==> config.mk <==
export PLATFORM = sky130hd
export DESIGN_NAME = smac_front
export DESIGN_NICKNAME = d
export VERILOG_FILES = /design/src/rtl/core/smac_pkg.sv /design/src/rtl/core/smac_ram.sv /design/src/rtl/core/smac_front.sv
export SDC_FILE = /design/constraint.sdc
export NUM_CORES = 2
export LEC_CHECK = 0
export BUFFER_PORTS_ARGS = -buffer_cell sky130_fd_sc_hd__clkbuf_2
export CORE_ASPECT_RATIO = 1.75
export CORE_MARGIN = 2
export CORE_UTILIZATION = 48
export DETAILED_ROUTE_END_ITERATION = 8
export PLACE_DENSITY_LB_ADDON = 0.1
export SLEW_MARGIN = 40
export SYNTH_ARGS = -nofsm -noshare
export SYNTH_HDL_FRONTEND = slang
export SYNTH_HIERARCHICAL = 1
export SYNTH_SLANG_ARGS = --single-unit
==> constraint.sdc <==
create_clock -name clk -period 7.4 [get_ports clk]
set_input_delay 1.85 -clock clk [delete_from_list [all_inputs] [get_ports clk]]
set_output_delay 1.85 -clock clk [all_outputs]
set_load 0.02 [all_outputs]
==> src/rtl/core/smac_pkg.sv <==
// ----------------------------------------------------------------------------
// smac_pkg: shared types and constants
// Request codes, status codes and the front-to-back command record.
// ----------------------------------------------------------------------------
package smac_pkg;

  localparam int ShadowDepth  = 4096;
  localparam int ShadowAw     = $clog2(ShadowDepth);
  localparam int TableDepth   = 64;
  localparam int TableAw      = $clog2(TableDepth);
  localparam int RedzoneBytes = 32;
  localparam int RzGranules   = RedzoneBytes / 8;

  localparam logic [1:0] MODE_ALLOC = 2'd0;
  localparam logic [1:0] MODE_FREE  = 2'd1;
  localparam logic [1:0] MODE_CHECK = 2'd2;
  localparam logic [1:0] MODE_NOP   = 2'd3;

  localparam logic [2:0] ST_OK     = 3'd0;
  localparam logic [2:0] ST_POISON = 3'd1;
  localparam logic [2:0] ST_DOUBLE = 3'd2;
  localparam logic [2:0] ST_INVAL  = 3'd3;
  localparam logic [2:0] ST_FULL   = 3'd4;

  localparam logic [7:0] POISON_BYTE = 8'hFA;

  // One command for the back end: a status and up to three granule walks.
  // Walk 0 and 1 are redzone fills, walk 2 is the region fill or the check.
  typedef struct packed {
    logic [2:0]  status;
    logic        count_err;
    logic        do_rz;
    logic [17:0] rz0_first;  // signed granule index
    logic [17:0] rz1_first;
    logic        do_main;
    logic        main_check;
    logic [7:0]  main_value;
    logic [17:0] main_first;
    logic [12:0] main_count;
  } smac_cmd_t;

endpackage

==> src/rtl/core/smac_ram.sv <==
// ----------------------------------------------------------------------------
// smac_ram: generic single-port RAM
// One write or one read per cycle; read data is registered.
// ----------------------------------------------------------------------------
module smac_ram #(
  parameter int Width = 8,
  parameter int Depth = 64
) (
  input  logic                     clk,
  input  logic                     we,
  input  logic [$clog2(Depth)-1:0] addr,
  input  logic [Width-1:0]         wdata,
  output logic [Width-1:0]         rdata
);
  logic [Width-1:0] mem [Depth];

  always_ff @(posedge clk) begin
    if (we) mem[addr] <= wdata;
    rdata <= mem[addr];
  end
endmodule

==> src/rtl/core/smac_front.sv <==
// ----------------------------------------------------------------------------
// smac_front: request classifier
// Accepts requests, searches the region table for frees, records
// allocations, and hands one command per request to the queue.
// ----------------------------------------------------------------------------
module smac_front import smac_pkg::*; (
  input  logic        clk,
  input  logic        rst,
  input  logic        valid,
  output logic        ready,
  input  logic [1:0]  mode,
  input  logic [15:0] address,
  input  logic [11:0] size,
  output logic        cmd_valid,
  input  logic        cmd_ready,
  output smac_cmd_t   cmd
);
  localparam logic [1:0] S_IDLE = 2'd0;
  localparam logic [1:0] S_SRCH = 2'd1;
  localparam logic [1:0] S_WAIT = 2'd2;
  localparam logic [1:0] S_OUT  = 2'd3;

  logic [1:0]   state;
  logic [1:0]   r_mode;
  logic [15:0]  r_addr;
  logic [11:0]  r_size;
  logic [TableAw:0] count;
  logic [TableAw:0] idx;
  logic         hit_freed;
  logic [11:0]  hit_size;
  logic         accept;
  logic         alloc_ok;
  logic         match;
  logic         full_at_accept;

  logic                tbl_we;
  logic [TableAw-1:0]  tbl_addr;
  logic [28:0]         tbl_wdata, tbl_rdata;

  smac_ram #(.Width(29), .Depth(TableDepth)) u_tbl (
    .clk(clk), .we(tbl_we), .addr(tbl_addr), .wdata(tbl_wdata), .rdata(tbl_rdata)
  );

  assign ready = (state == S_IDLE);
  assign cmd_valid = (state == S_OUT);

  assign accept = valid && ready;
  assign alloc_ok = accept && mode == MODE_ALLOC && count != (TableAw+1)'(TableDepth);
  // An entry holds {freed, address, size}; a free hit sets the freed flag in place.
  assign match = (state == S_SRCH) && (tbl_rdata[27:12] == r_addr);
  assign tbl_we = alloc_ok || (match && !tbl_rdata[28]);
  assign tbl_addr = accept ? count[TableAw-1:0] : idx[TableAw-1:0];
  assign tbl_wdata = accept ? {1'b0, address, size} : {1'b1, tbl_rdata[27:0]};

  logic [17:0] a_gr, lead, end_gr;
  logic [16:0] a_end;
  always_comb begin
    a_gr  = {5'd0, r_addr[15:3]};
    a_end = {1'b0, r_addr} + {5'd0, r_size};
    end_gr = {4'd0, a_end[16:3]};
    // Floor of (address - redzone) / 8 as a signed granule.
    lead = 18'({2'b00, r_addr} - 18'(RedzoneBytes)) >>> 3;
    lead = {{3{lead[14]}}, lead[14:0]};
  end

  always_ff @(posedge clk) begin
    if (rst) begin
      state <= S_IDLE;
      count <= '0;
    end else begin
      case (state)
        S_IDLE: if (accept) begin
          r_mode <= mode; r_addr <= address; r_size <= size;
          if (alloc_ok) count <= count + 1'b1;
          state <= (mode == MODE_FREE && address != 16'd0 && count != '0) ? S_WAIT : S_OUT;
          hit_freed <= 1'b0;
          hit_size <= '0;
          idx <= '0;
        end
        S_WAIT: state <= S_SRCH;
        S_SRCH: begin
          // tbl_rdata holds entry idx.
          if (match) begin
            hit_freed <= tbl_rdata[28];
            hit_size <= tbl_rdata[11:0];
            idx <= count + 1'b1;  // marks a hit
            state <= S_OUT;
          end else if (idx + 1'b1 == count) begin
            idx <= '0;
            state <= S_OUT;
          end else begin
            idx <= idx + 1'b1;
            state <= S_WAIT;
          end
        end
        S_OUT: if (cmd_ready) state <= S_IDLE;
        default: state <= S_IDLE;
      endcase
    end
  end

  // Build the command from the registered request and search result.
  logic hit;
  always_comb begin
    hit = (idx != '0);
    cmd = '0;
    cmd.rz0_first  = lead;
    cmd.rz1_first  = end_gr;
    cmd.main_first = a_gr;
    case (r_mode)
      MODE_ALLOC: begin
        cmd.status = ST_OK;
        cmd.do_rz = 1'b1;
        cmd.do_main = 1'b1;
        cmd.main_value = 8'h00;
        cmd.main_count = {4'd0, r_size[11:3]};
      end
      MODE_FREE: begin
        if (r_addr == 16'd0) cmd.status = ST_OK;
        else if (!hit) begin cmd.status = ST_INVAL; cmd.count_err = 1'b1; end
        else if (hit_freed) begin cmd.status = ST_DOUBLE; cmd.count_err = 1'b1; end
        else begin
          cmd.do_main = 1'b1;
          cmd.main_value = POISON_BYTE;
          cmd.main_count = {4'd0, hit_size[11:3]};
        end
      end
      MODE_CHECK: begin
        cmd.do_main = 1'b1;
        cmd.main_check = 1'b1;
        cmd.main_count = {4'd0, r_size[11:3]} + 13'd1;
      end
      default: cmd.status = ST_OK;
    endcase
    if (r_mode == MODE_ALLOC && full_at_accept) begin
      cmd = '0;
      cmd.status = ST_FULL;
    end
  end

  always_ff @(posedge clk) begin
    if (accept) full_at_accept <= (count == (TableAw+1)'(TableDepth));
  end
endmodule

==> reports/summary.txt <==
RD Place Congestion - 0.935
Outcome - finished clean
Row count - 184
GR Util All Layers - 29.3%
Mapped Area - 69500 µm²
Io pins - 118
Post-route minimum period - 5.54 ns
PostCTS Resize Cnt - 0
DRT Wirelength - 217000 µm
Crit-path cells - clkbuf_2, nand2_4, buf_4, nand2_1, nand2_4, buf_12, nor2b_4, buf_12, a221oi_1, o22ai_1, a22oi_1, o2111ai_1
Count of final hold-check violations - 0
RSZ-0062 raised after global routing - false
Fillers - 11372
Critical path's top delay family - compound AO/OA/AOI/OAI gates
Cell count after synthesis - 4088
Fin. max-slew vios - 0
Core footprint - 144000 µm²
Number of global-route vias before repair - 39823
Largest net degree at the start of global routing - 91
First-pass DRT Iterations - 8
Layout net count - 4303
Avg Inst Size Synth - 17.0 µm²
Post-DP Area - 73400 µm²
Residual DRC - 0
CTS hold repair buffers - 0
Post-route cell area - 78500 µm²
Leak - 25.2 nW
Crit end category - flip-flop
H-tree depth - 4
Post-route setup TNS - 0 ns
Finish-stage setup viols - 0
Max rail drop VDD - 0.250 mV
Total CTS buffers - 156
Die span in y - 507 µm
Hold crit path type - flip-flop to flip-flop
CTS root buf - clkbuf_16
TritonCTS clock tree - built
Max Cap Viol - 0
FMAX - 180 MHz
Reg clk slew, reported paths - 0.07 ns
Post-CTS Setup Bufs - 0
Area delta synth->final - 12.9%
Routed length per instance - 34.8 µm
Yosys warning total - 6
Final ANT Viol Nets - 0
Buffers on Ports - 103
Worst-skew pair later-pin latency - 0.83 ns
WP data required - 8.06 ns
Vias - 40057
Arrival time worst endpoint - 6.20 ns
Worst-Margin Slew - 0.915 ns
Die Span X - 292 µm
CP startpoint kind - primary input
Critical Path Fanout Max - 71
Die area - 148000 µm²
Vias/cell - 6.42
Effective utilization at floorplan - 48.4%
First-pass GRT wire length - 304000 µm
Share of cells above drive strength 1 - 21.5%
Crit-path slowest cell - o22ai_1
Initial antenna violation count - 11
Total gr overflow - 0
DPL Wire Length - 136000 µm
PwrDens - 290 nW/µm²
Clk buf depth - 3
CP bufs+invs - 4
Final period util - 74.9%
Delay of the slowest critical-path stage - 0.67 ns
Crit path kind - primary input to flip-flop
Sink Count - 1747
Setup Skew - 0.0322 ns
Detailed Route Iter0 Violations - 4388
Slew HR - 39.0%
-- worst min-delay path, delay by kind of cell (launching register included) --
family	cells	cell delay, ns
flops	1	0.31
buf+inv	1	0.12
compound gates	1	0.10
-- placed cells by master (no fill, tap or decap), types with 23 or more instances in the layout --
master,n
a211oi_1,24
a21oi_1,126
a221oi_1,151
a22o_1,31
a22oi_1,199
and2_1,27
buf_12,32
buf_4,194
clkbuf_1,38
clkbuf_16,162
clkbuf_2,103
clkinv_1,31
clkinv_2,29
dfxtp_1,35
edfxtp_1,1712
mux2_2,85
mux2i_1,166
mux4_2,95
nand2_1,152
nand2b_1,47
nand3_1,61
nand3b_1,48
nand4_1,23
nor2_1,87
nor2_2,67
o21ai_0,32
o221ai_1,24
o22a_1,23
o22ai_1,80
o31ai_1,28
or3b_2,40
xnor2_1,27
xor2_1,26
-- through the flow --
step                util [%]  cells  power [W]  setup WS, ns  hold WS [ns]
finish                  54.6   6242     0.0227          1.86         0.575
global route            54.6   6240     0.0233          1.83         0.605
CTS                     54.6   6237     0.0228          2.02         0.579
detailed placement      51.1   5952     0.0148          1.17         0.570
global placement        51.0   5948     0.0147          1.14         0.566
floorplan                  -   4101     0.0133          1.97         0.506
-- worst paths after layout --
path	slack [ns]	startpoint	endpoint	cells after the start
worst max-delay path	1.86	valid	u_tbl/rdata[26]	12
worst max register to register	2.33	r_addr[6]	u_tbl/mem[52][26]	8
worst min register to register	0.58	count[6]	count[6]	2
worst min-delay path	0.58	count[6]	count[6]	2
-- per-layer routing --
layer / global-route usage, % / share of wire, % / vias up / wire length [µm]
li1: - / - / 16847 / -
met1: 34.7 / 35 / 20971 / 77000
met2: 50.4 / 51 / 1791 / 111000
met3: 4.68 / 7.0 / 442 / 15200
met4: 17.6 / 6.7 / 6 / 14500
met5: 0 / 0.020 / - / 43
-- layout make-up --
| cell class | count | area, µm² | share of cell area [%] |
|---|---|---|---|
| Inverter | 20 | 80.1 | 0.102 |
| Timing Repair Buffer | 336 | 2730 | 3.47 |
| Sequential cell | 1747 | 52100 | 66.4 |
| Tap cell | 1860 | 2330 | 2.96 |
| Antenna cell | 3 | 7.51 | 0.00956 |
| Multi-Input combinational cell | 1991 | 16200 | 20.7 |
| Clock inverter | 82 | 781 | 0.995 |
| Clock buffer | 203 | 4240 | 5.40 |
-- flip-flops by register name, indices dropped and copies added, names as in the netlist --
register and count:
full_at_accept 1, hit_freed 1, hit_size 9, count 7
state 2, r_mode 2, r_addr 16, u_tbl/mem 1664
u_tbl/rdata 26, idx 7, r_size 12
-- where the power goes --
part           switching, W  total [W]  internal [W]
clock network       0.00365    0.00811       0.00445
registers          0.000136     0.0117        0.0116
logic               0.00221    0.00293      0.000729
(Power assumes the default switching activity.)
